## src/design/salru_pkg.sv

```systemverilog
// Shared constants and helpers for the set-associative cache tag and LRU controller.
package salru_pkg;

    localparam int ADDR_W           = 32;
    localparam int NUM_SETS         = 16;
    localparam int NUM_WAYS         = 4;
    localparam int BLOCK_BYTES_LOG2 = 6;

    localparam int SET_W   = $clog2(NUM_SETS);
    localparam int WAY_W   = $clog2(NUM_WAYS);
    localparam int TAG_W   = ADDR_W - BLOCK_BYTES_LOG2 - SET_W;
    localparam int BLOCK_W = ADDR_W - BLOCK_BYTES_LOG2;
    localparam int REC_W   = NUM_WAYS * WAY_W;
    localparam int LINE_W  = REC_W + NUM_WAYS * TAG_W;

    typedef logic [WAY_W-1:0] way_t;
    typedef logic [REC_W-1:0] order_t;

    // Recency list after reset: ways in ascending order, oldest in position 0.
    function automatic order_t reset_order();
        order_t r;
        r = '0;
        for (int i = 0; i < NUM_WAYS; i++)
        begin
            r[i*WAY_W +: WAY_W] = way_t'(i);
        end
        return r;
    endfunction

endpackage

```

## src/design/salru_ram.sv

```systemverilog
// Generic single-port-write, single-port-read RAM with registered read data.
module salru_ram #(
    parameter int WIDTH = 8,
    parameter int DEPTH = 16
) (
    input  logic                     clk,
    input  logic                     we,
    input  logic [$clog2(DEPTH)-1:0] waddr,
    input  logic [WIDTH-1:0]         wdata,
    input  logic                     re,
    input  logic [$clog2(DEPTH)-1:0] raddr,
    output logic [WIDTH-1:0]         rdata
);

    logic [WIDTH-1:0] mem_reg [DEPTH];
    logic [WIDTH-1:0] rdata_reg;

    always_ff @(posedge clk)
    begin
        if (we)
        begin
            mem_reg[waddr] <= wdata;
        end
        if (re)
        begin
            rdata_reg <= mem_reg[raddr];
        end
    end

    assign rdata = rdata_reg;

endmodule

```

## src/design/set_assoc_cache_tag_lru_controller_core.sv

```systemverilog
// Top level: tag, valid, dirty and LRU controller of a write-back, write-allocate cache.
//
//  channel | signals                                              | dir
//  in      | in_valid, in_stall, mode, address                    | into block
//  out     | out_valid, out_stall, hit, set_index, way_used,      | out of block
//          | word_offset, fill_needed, writeback_needed,          |
//          | victim_block                                         |
//
// The set's tags and recency list are read from the line RAM on the accept edge, then
// compared, updated and written back in the lookup state, which holds on a stalled output.
// Reset clears valid, dirty and recency-written flags at once; no clearing pass.
// A new beat is taken while a result waits; the lookup holds while the output is stalled.
module set_assoc_cache_tag_lru_controller_core
    import salru_pkg::*;
(
    input  logic               clk,
    input  logic               rst_n,
    input  logic               in_valid,
    output logic               in_stall,
    input  logic               mode,
    input  logic [ADDR_W-1:0]  address,
    output logic               out_valid,
    input  logic               out_stall,
    output logic               hit,
    output logic [SET_W-1:0]   set_index,
    output logic [WAY_W-1:0]   way_used,
    output logic [BLOCK_BYTES_LOG2-1:0] word_offset,
    output logic               fill_needed,
    output logic               writeback_needed,
    output logic [BLOCK_W-1:0] victim_block
);

    localparam logic ST_IDLE   = 1'b0;
    localparam logic ST_LOOKUP = 1'b1;

    logic                state_reg, state_next;
    logic                mode_reg;
    logic [ADDR_W-1:0]   address_reg;

    logic [NUM_WAYS-1:0] valid_reg [NUM_SETS];
    logic [NUM_WAYS-1:0] dirty_reg [NUM_SETS];
    logic [NUM_SETS-1:0] rec_written_reg;

    logic                out_valid_reg;
    logic                hit_reg;
    logic [SET_W-1:0]    set_index_reg;
    logic [WAY_W-1:0]    way_used_reg;
    logic [BLOCK_BYTES_LOG2-1:0] word_offset_reg;
    logic                writeback_reg;
    logic [BLOCK_W-1:0]  victim_reg;

    logic                in_fire;
    logic                lookup_fire;
    logic [LINE_W-1:0]   ram_rdata;
    logic [LINE_W-1:0]   ram_wdata;

    logic [SET_W-1:0]    cur_set;
    logic [TAG_W-1:0]    cur_tag;
    order_t              order;
    order_t              order_new;
    logic                hit_c;
    way_t                hit_way;
    way_t                way_c;
    way_t                pos_c;
    logic                wb_c;
    logic [TAG_W-1:0]    victim_tag;
    logic [NUM_WAYS-1:0] cur_valid;
    logic [NUM_WAYS-1:0] cur_dirty;

    assign in_stall    = (state_reg == ST_LOOKUP);
    assign in_fire     = in_valid && !in_stall;
    assign lookup_fire = (state_reg == ST_LOOKUP) && (!out_valid_reg || !out_stall);

    salru_ram #(
        .WIDTH (LINE_W),
        .DEPTH (NUM_SETS)
    ) u_line_ram (
        .clk   (clk),
        .we    (lookup_fire),
        .waddr (cur_set),
        .wdata (ram_wdata),
        .re    (in_fire),
        .raddr (address[BLOCK_BYTES_LOG2 +: SET_W]),
        .rdata (ram_rdata)
    );

    always_comb
    begin
        cur_set   = address_reg[BLOCK_BYTES_LOG2 +: SET_W];
        cur_tag   = address_reg[ADDR_W-1 -: TAG_W];
        cur_valid = valid_reg[cur_set];
        cur_dirty = dirty_reg[cur_set];
        order     = rec_written_reg[cur_set] ? ram_rdata[REC_W-1:0] : reset_order();

        hit_c   = 1'b0;
        hit_way = '0;
        for (int w = 0; w < NUM_WAYS; w++)
        begin
            if (cur_valid[w] && (ram_rdata[REC_W + w*TAG_W +: TAG_W] == cur_tag))
            begin
                hit_c   = 1'b1;
                hit_way = way_t'(w);
            end
        end

        way_c      = hit_c ? hit_way : order[WAY_W-1:0];
        victim_tag = ram_rdata[REC_W + way_c*TAG_W +: TAG_W];
        wb_c       = !hit_c && cur_valid[way_c] && cur_dirty[way_c];

        pos_c = '0;
        for (int i = 0; i < NUM_WAYS; i++)
        begin
            if (order[i*WAY_W +: WAY_W] == way_c)
            begin
                pos_c = way_t'(i);
            end
        end

        order_new = order;
        for (int i = 0; i < NUM_WAYS - 1; i++)
        begin
            if (way_t'(i) >= pos_c)
            begin
                order_new[i*WAY_W +: WAY_W] = order[(i+1)*WAY_W +: WAY_W];
            end
        end
        order_new[(NUM_WAYS-1)*WAY_W +: WAY_W] = way_c;

        ram_wdata = ram_rdata;
        ram_wdata[REC_W-1:0] = order_new;
        if (!hit_c)
        begin
            ram_wdata[REC_W + way_c*TAG_W +: TAG_W] = cur_tag;
        end
    end

    always_comb
    begin
        state_next = state_reg;
        unique case (state_reg)
            ST_IDLE:
            begin
                if (in_fire)
                begin
                    state_next = ST_LOOKUP;
                end
            end
            ST_LOOKUP:
            begin
                if (lookup_fire)
                begin
                    state_next = ST_IDLE;
                end
            end
            default:
            begin
                state_next = ST_IDLE;
            end
        endcase
    end

    always_ff @(posedge clk or negedge rst_n)
    begin
        if (!rst_n)
        begin
            state_reg       <= ST_IDLE;
            out_valid_reg   <= 1'b0;
            rec_written_reg <= '0;
            for (int s = 0; s < NUM_SETS; s++)
            begin
                valid_reg[s] <= '0;
                dirty_reg[s] <= '0;
            end
        end
        else
        begin
            state_reg <= state_next;
            if (lookup_fire)
            begin
                out_valid_reg            <= 1'b1;
                rec_written_reg[cur_set] <= 1'b1;
                if (hit_c)
                begin
                    if (mode_reg)
                    begin
                        dirty_reg[cur_set][way_c] <= 1'b1;
                    end
                end
                else
                begin
                    valid_reg[cur_set][way_c] <= 1'b1;
                    dirty_reg[cur_set][way_c] <= mode_reg;
                end
            end
            else if (out_valid_reg && !out_stall)
            begin
                out_valid_reg <= 1'b0;
            end
        end
    end

    always_ff @(posedge clk)
    begin
        if (in_fire)
        begin
            mode_reg    <= mode;
            address_reg <= address;
        end
        if (lookup_fire)
        begin
            hit_reg         <= hit_c;
            set_index_reg   <= cur_set;
            way_used_reg    <= way_c;
            word_offset_reg <= address_reg[BLOCK_BYTES_LOG2-1:0];
            writeback_reg   <= wb_c;
            victim_reg      <= wb_c ? {victim_tag, cur_set} : '0;
        end
    end

    assign out_valid        = out_valid_reg;
    assign hit              = hit_reg;
    assign set_index        = set_index_reg;
    assign way_used         = way_used_reg;
    assign word_offset      = word_offset_reg;
    assign fill_needed      = !hit_reg;
    assign writeback_needed = writeback_reg;
    assign victim_block     = victim_reg;

endmodule
```

## config.mk

```make
export PLATFORM = sky130hd
export DESIGN_NAME = set_assoc_cache_tag_lru_controller_core
export DESIGN_NICKNAME = d
export VERILOG_FILES = /design/src/design/salru_pkg.sv /design/src/design/salru_ram.sv /design/src/design/set_assoc_cache_tag_lru_controller_core.sv
export SDC_FILE = /design/constraint.sdc
export NUM_CORES = 2
export LEC_CHECK = 0
export BUFFER_PORTS_ARGS = -buffer_cell sky130_fd_sc_hd__buf_4
export CAP_MARGIN = 25
export CORE_MARGIN = 1
export CORE_UTILIZATION = 52
export DETAILED_ROUTE_END_ITERATION = 8
export PLACE_DENSITY_LB_ADDON = 0.05
export SLEW_MARGIN = 40
export SYNTH_ARGS = -nofsm -noshare
export SYNTH_HDL_FRONTEND = slang
export SYNTH_HIERARCHICAL = 1
export SYNTH_SLANG_ARGS = --single-unit
```

## constraint.sdc

```tcl
create_clock -name clk -period 9.5 [get_ports clk]
set_clock_uncertainty 0.05 [all_clocks]
set_input_delay 1.9 -clock clk [delete_from_list [all_inputs] [get_ports clk]]
set_output_delay 1.9 -clock clk [all_outputs]
set_load 0.05 [all_outputs]
```

# Yosys cells after proc, flatten, opt, wreduce, memory -nomap -nowiden
# Memories as Yosys holds them, arrays and structs flattened. A register that Yosys moved wholly into a read port is not among the register bits.
# Index checks and enable logic that the tools add are counted.
totals:
  regBits: 219
  latchBits: 0
  ram_bits: 1536
  romBits: 0
  input_bits: 37
  output_inout_bits: 43
  word_cells: 139
  mem_count: 1
memory_table:
  columns: ["memory", "depth", "width", "read_ports", "rd_clocked_by_memory_dff", "write_ports", "line_no", "source"]
  rows:
  - ["u_line_ram.mem_reg", 16, 96, 1, 1, 1, "salru_ram.sv:15", "logic [WIDTH-1:0] mem_reg [DEPTH];"]
op_classes:
  add_sub_neg: 2
  multipliers: 1
  div: 0
  order_cmp: 9
  eq_ne: 8
  shifts: 3
  muxes: 45
  bitwise_logic: 6
  n_reduce_logical: 21
op_table:
  columns: ["op", "count"]
  rows:
  - ["2-to-1 mux 64 bit", 2]
  - ["bitwise OR 64 bit", 2]
  - ["bitwise mux 96 bit", 1]
  - ["2-to-1 mux 96 bit", 1]
  - ["variable shift 22 x 34 -> 96 bit (first input constant)", 1]
  - ["indexed part select 22 x 34 -> 96 bit", 1]
  - ["indexed part select 96 x 33 -> 22 bit", 1]
  - ["equality test 22 bit", 4]
  - ["bitwise mux 64 bit", 1]
  - ["negator 8 -> 34 bit", 1]
  - ["binary-select mux 4 bit (select 4 bit)", 2]
  - ["2-to-1 mux 4 bit", 5]
  - ["2-to-1 mux 1 bit", 17]
  - ["demux 4 bit (select 4 bit)", 1]
  - ["2-to-1 mux 2 bit", 8]
  - ["bitwise OR 16 bit", 1]
  - ["logical AND 1 bit", 12]
  - ["adder 4 x 7 -> 8 bit (first input constant)", 1]
  - ["2-to-1 mux 8 bit", 1]
  - ["equality test 2 bit", 3]
  - ["multiplier 2 x 4 -> 6 bit (second input constant)", 1]
  - [">= comparator 5 bit (second input constant)", 1]
  - ["logical NOT 1 bit", 5]
  - ["< comparator 4 x 5 -> 1 bit (second input constant)", 1]
  - ["other kinds (17)", 21]

# Depth between registers and ports, before layout
logic_depth:
  word_depth: 19
  mapped_depth: 23
  mapped_depth_nobuf: 15

# By module
# The synthesis kept the hierarchy.
modules_own_cells:
  columns: ["mod", "n_inst", "cells_per_inst", "area_each_um2", "seq_area_each_um2"]
  rows:
  - ["salru_ram", 1, 2460, 60316.6, 49007.0]
  - ["set_assoc_cache_tag_lru_controller_core", 1, 1159, 12647.1, 5845.6]

# Least setup slack after synthesis
# OpenSTA, ideal clock, no wires.
synth_path:
  kind: "input to register"
  startpoint: "in out_stall"
  endpoint: "mem u_line_ram/mem_reg[0][0] (netlist name), enable pin"
  setup_time_ps: 668
  arrival_ps: 10087
  required_ps: 8782
  setup_slack_ps: -1305
  cell_stages: 5
  n_path_buf: 0
  cell_sequence: "nand2_1 > nand2_1 > inv_1 > or3b_2 > nor3_1"
synth_between:
  elab_chain_cells: 5
synth_rtl:
  columns: ["item", "line_no", "source"]
  rows:
  - ["from (decl)", "set_assoc_cache_tag_lru_controller_core.sv:23", "input logic out_stall,"]
  - ["logical NOT 1 bit", "set_assoc_cache_tag_lru_controller_core.sv:72", "assign lookup_fire = (state_reg == ST_LOOKUP) && (!out_valid_reg || !out_stall);"]
  - ["logical OR 1 bit", "set_assoc_cache_tag_lru_controller_core.sv:72", null]
  - ["logical AND 1 bit", "set_assoc_cache_tag_lru_controller_core.sv:72", null]
  - ["via lookup_fire", "set_assoc_cache_tag_lru_controller_core.sv:53", "logic lookup_fire;"]
  - ["2-to-1 mux 1 bit", "salru_ram.sv:20", "if (we)"]
  - ["2-to-1 mux 1 bit (not written as such)", "salru_ram.sv:22", "mem_reg[waddr] <= wdata;"]
  - ["to (decl)", "salru_ram.sv:15", null]
# The timed path passes the listed nets, and every way through them passes these cells.

# Worst setup path after layout
layout_path:
  startpoint: "reg address_reg[6]"
  endpoint: "mem u_line_ram/mem_reg[0][12] (netlist name), data pin"
layout_between:
  elab_chain_cells: 16
  word_cells_on_any_way: 26
  cone_classes: "add/sub (2); mul (1); shift (2); mux (16); bitwise (1); reduce/logical (4)"
layout_rtl:
  columns: ["item", "line_no", "source"]
  rows:
  - ["from (decl)", "set_assoc_cache_tag_lru_controller_core.sv:38", "logic [ADDR_W-1:0] address_reg;"]
  - ["from (signal assigned)", "set_assoc_cache_tag_lru_controller_core.sv:207", "address_reg <= address;"]
  - ["inverter 4 -> 5 bit (not written as such)", "set_assoc_cache_tag_lru_controller_core.sv:91", "cur_valid = valid_reg[cur_set];"]
  - ["binary-select mux 4 bit (select 4 bit)", "set_assoc_cache_tag_lru_controller_core.sv:91", null]
  - ["2-to-1 mux 4 bit (not written as such) (2 in series)", "set_assoc_cache_tag_lru_controller_core.sv:91", null]
  - ["logical AND 1 bit", "set_assoc_cache_tag_lru_controller_core.sv:99", "if (cur_valid[w] && (ram_rdata[REC_W + w*TAG_W +: TAG_W] == cur_tag))"]
  - ["2-to-1 mux 1 bit (4 in series)", "set_assoc_cache_tag_lru_controller_core.sv:99", null]
  - ["2-to-1 mux 2 bit", "set_assoc_cache_tag_lru_controller_core.sv:106", "way_c = hit_c ? hit_way : order[WAY_W-1:0];"]
  - ["multiplier 2 x 4 -> 6 bit", "set_assoc_cache_tag_lru_controller_core.sv:133", "ram_wdata[REC_W + way_c*TAG_W +: TAG_W] = cur_tag;"]
  - ["adder 4 x 7 -> 8 bit", "set_assoc_cache_tag_lru_controller_core.sv:133", null]
  - ["negator 8 -> 34 bit", "set_assoc_cache_tag_lru_controller_core.sv:133", null]
  - ["indexed part select 22 x 34 -> 96 bit / variable shift 22 x 34 -> 96 bit (equally long branches)", "set_assoc_cache_tag_lru_controller_core.sv:133", null]
  - ["bitwise mux 96 bit", "set_assoc_cache_tag_lru_controller_core.sv:133", null]
  - ["2-to-1 mux 96 bit (*)", "set_assoc_cache_tag_lru_controller_core.sv:131", "if (!hit_c)"]
  - ["via ram_wdata[12]", "set_assoc_cache_tag_lru_controller_core.sv:55", "logic [LINE_W-1:0] ram_wdata;"]
# The timed path passes the listed nets; every way through them passes the cells marked *. The select of a mux whose other input is x is not followed.

==> reports/results.tsv <==
stage	metric	value	unit
outcome	result of the run	finished clean	
grt	global-route total usage across every layer	29.0	%
pwr	peak supply drop	0.000164	V
cts	CTS hold repair buffers	0	
synthesis	count of flip-flops with a built-in enable after synthesis	1705	
setup_path	critical path's largest stage delay	800	ps
routing	number of iterations in the first detailed-routing pass	6	
synthesis	leading area contributor after synthesis	edfxtp_1	
final_layout	layout-stage area growth over the synthesis result	13.5	%
synthesis	Yosys reg bits	1851	
timing	actual transition at the worst max-transition pin	922	ps
timing	setup repair after global routing missed its margin	no	
timing	max_slew headroom	38.5	%
synthesis	ys async rst share	7.89	%
routing	Met1 Wirelength	82.4	mm
pwr	PD cells	240	nW/um2
timing	share of the clock period used by the worst path	72.3	%
synthesis	Cells after Synth	3619	
placement	Routability Congestion	0.931	
run	Maximum Capacitance Violations	0	
setup_path	category of the most critical setup path	reg -> reg	
routing	metal2 WL	94.9	mm
grt	number of global-route vias before repair	38558	
routing	top layer reached by signal wires	met5	
synthesis	prevailing post-synth register cell	edfxtp_1	
final_layout	Design Area, Final	82800	um2
floorplan	Die Footprint	142000	um2
routing	total wirelength of the detailed-routed design	202	mm
synthesis	post-synth cell types	67	
cts	CTS HTree Levels	4	
pwr	P_leak	27.2	nW
routing	number of vias per cell	6.58	
synthesis	total of warnings raised by yosys	6	
synthesis	per-instance average area after synthesis	20.2	um2
timing	peak clock frequency supported by timing	0.146	GHz
grt	first-pass GRT wire length	287	mm
synthesis	syn nets	3663	
setup_path	required time of the worst setup path	9990	ps
routing	drc violations	0	
routing	1st-iter DRT viols	4639	
routing	met3 layer wire length in the routed design	17.7	mm
floorplan	Die X	377	um
routing	Post-DRT Antenna Nets	0	
cts	count of instances resized after the clock tree is built	0	
placement	post-detailed-placement half-perimeter wirelength	111	mm
setup_path	most numerous cell on the critical path	buf_4	
setup_path	R2R setup slack	2630	ps
placement	placed instance area	76500	um2
floorplan	I/O pin cnt	80	
timing	max-slew violation count	0	
cts	Clock Sinks	1851	
grt	pin count of the biggest net entering global routing	97	
cts	CTS tree	yes	
setup_path	slowest stage cell on the critical path	nor2_2	
synthesis	area share of the largest cell type after synthesis	70.2	%
min_path	path category of the worst min-delay check	reg -> reg	
synthesis	most frequent cell after synthesis	edfxtp_1	
grt	initial antenna violation count	12	
synthesis	sequential area share after synthesis	75.2	%
synthesis	largest cells by area after synthesis	edfxtp_1, mux4_2, dfrtp_1	
grt	total congestion overflow	0	
synthesis	top post-synthesis cells by count	edfxtp_1, mux4_2, nand2_1	
timing	final hold violations	0	
cts	number of buffers on the longest clock path	3	
final_layout	fin nets	3801	
floorplan	core footprint	139000	um2
timing	Total Negative Setup Slacks	0	ps
final_layout	flip-flop count of the largest register after layout	1536	
setup_path	arrival time worst endpoint	7360	ps
floorplan	number of core rows	137	
synthesis	netlist area before placement	73000	um2
timing	final setup violation count	0	
setup_path	maximum fanout count along the critical path	60	
final_layout	fraction of layout instances using a drive strength above 1	24.6	%
cts	clock buffer count from CTS	187	
timing	clock period minus final worst setup slack	6870	ps
setup_path	Critical Path End Type	register	
floorplan	starting utilization of the core area	52.4	%
routing	Routed wire per std cell	34.8	um
cts	clock root buffer	clkbuf_16	
cts	clock latency on the worst-skew pair	830	ps
cts	post-CTS setup buffers	0	
cts	CTS clock-pin slew for the worst setup and hold paths	60	ps
setup_path	cells along the critical path	buf_6 > buf_4 > mux4_2 > a22o_1 > o21ai_1 > a31oi_1 > or3_1 > nand2_2 > buf_4 > ha_1 > nand2_2 > nor2_2 > buf_4 > a22o_1	
routing	detailed-route via count	38119	
placement	total of buffers placed on input and output ports	79	
floorplan	Die Y	377	um
setup_path	Critical Path Start Type	register	
path summary, 6_finish.rpt:
kind	startpoint	endpoint	depth (start not counted)
worst max-delay path	address_reg[6]$_DFFE_PP_	u_line_ram/mem_reg[0][12]$_DFFE_PP_	14
worst min-delay path	address_reg[2]$_DFFE_PP_	word_offset[2]$_DFFE_PP_	0
worst max register to register	address_reg[6]$_DFFE_PP_	u_line_ram/mem_reg[0][12]$_DFFE_PP_	14
worst min register to register	address_reg[2]$_DFFE_PP_	word_offset[2]$_DFFE_PP_	0
max in group asynchronous	rst_n	valid_reg[32]$_DFFE_PN0P_	2
min in group asynchronous	rst_n	out_valid$_DFFE_PN0P_	1
power by group:
part	switching [mW]	internal [mW]	leakage, nW	total (mW)
clock	3.10	4.21	2.98	7.30
sequential	0.233	9.79	17.5	10.0
combinational	1.77	0.755	6.73	2.52
total	5.09	14.8	27.2	19.8
cell usage in the layout (no fill, tap or decap), drive strengths merged, types with 69 or more instances in the layout:
cell type	n
buf	180
clkbuf	240
nand2	246
a22oi	198
o21ai	122
dfrtp	146
clkinv	77
mux4	449
edfxtp	1705
a22o	69
critical path: cells and delay by family, from the launching register on:
kind	cells	cell delay, ps
mux	1	560
compound gates	4	1200
fa+ha+maj	1	690
simple gates	4	1930
flops	1	500
buf+inv	4	1620
logic make-up after synthesis:
kind of cell / Yosys count / synth area share (%)
flops: 1851 / 75.2
compound gates: 535 / 5.22
mux: 454 / 13.9
simple gates: 443 / 2.80
buf+inv: 238 / 1.65
xor+xnor: 91 / 1.09
fa+ha+maj: 7 / 0.120
layout make-up:
| cell class | instances | area (um2) |
|---|---|---|
| clock buffers | 240 | 4970 |
| fillers | 9850 | 56500 |
| diodes | 1 | 2.50 |
| well taps | 1876 | 2350 |
| clock inverters | 107 | 1150 |
| multi-input cells | 1530 | 17200 |
| repair buffers | 180 | 2260 |
| flip-flops and latches | 1851 | 54900 |
| inverters | 7 | 28.8 |
per-stage QoR:
stage / hold slack (ps) / util (%) / total power, mW / cells / setup slack, ps
after floorplan: 350 / - / 11.6 / 3619 / 1290
after global placement: 355 / 54.4 / 12.5 / 5409 / 2230
after detailed placement: 355 / 54.9 / 12.7 / 5437 / 2520
after CTS: 369 / 59.3 / 19.9 / 5784 / 2500
after global routing: 380 / 59.4 / 20.4 / 5791 / 2420
final: 367 / 59.4 / 19.8 / 5792 / 2630
layer usage:
metal | global-route usage (%) | vias to the layer above
met3 | 5.80 | 381
met1 | 41.8 | 20580
li1 | - | 15236
met4 | 9.76 | 4
met2 | 44.6 | 1918
met5 | 0 | -
Note: power is estimated with default switching activity, not from simulation.
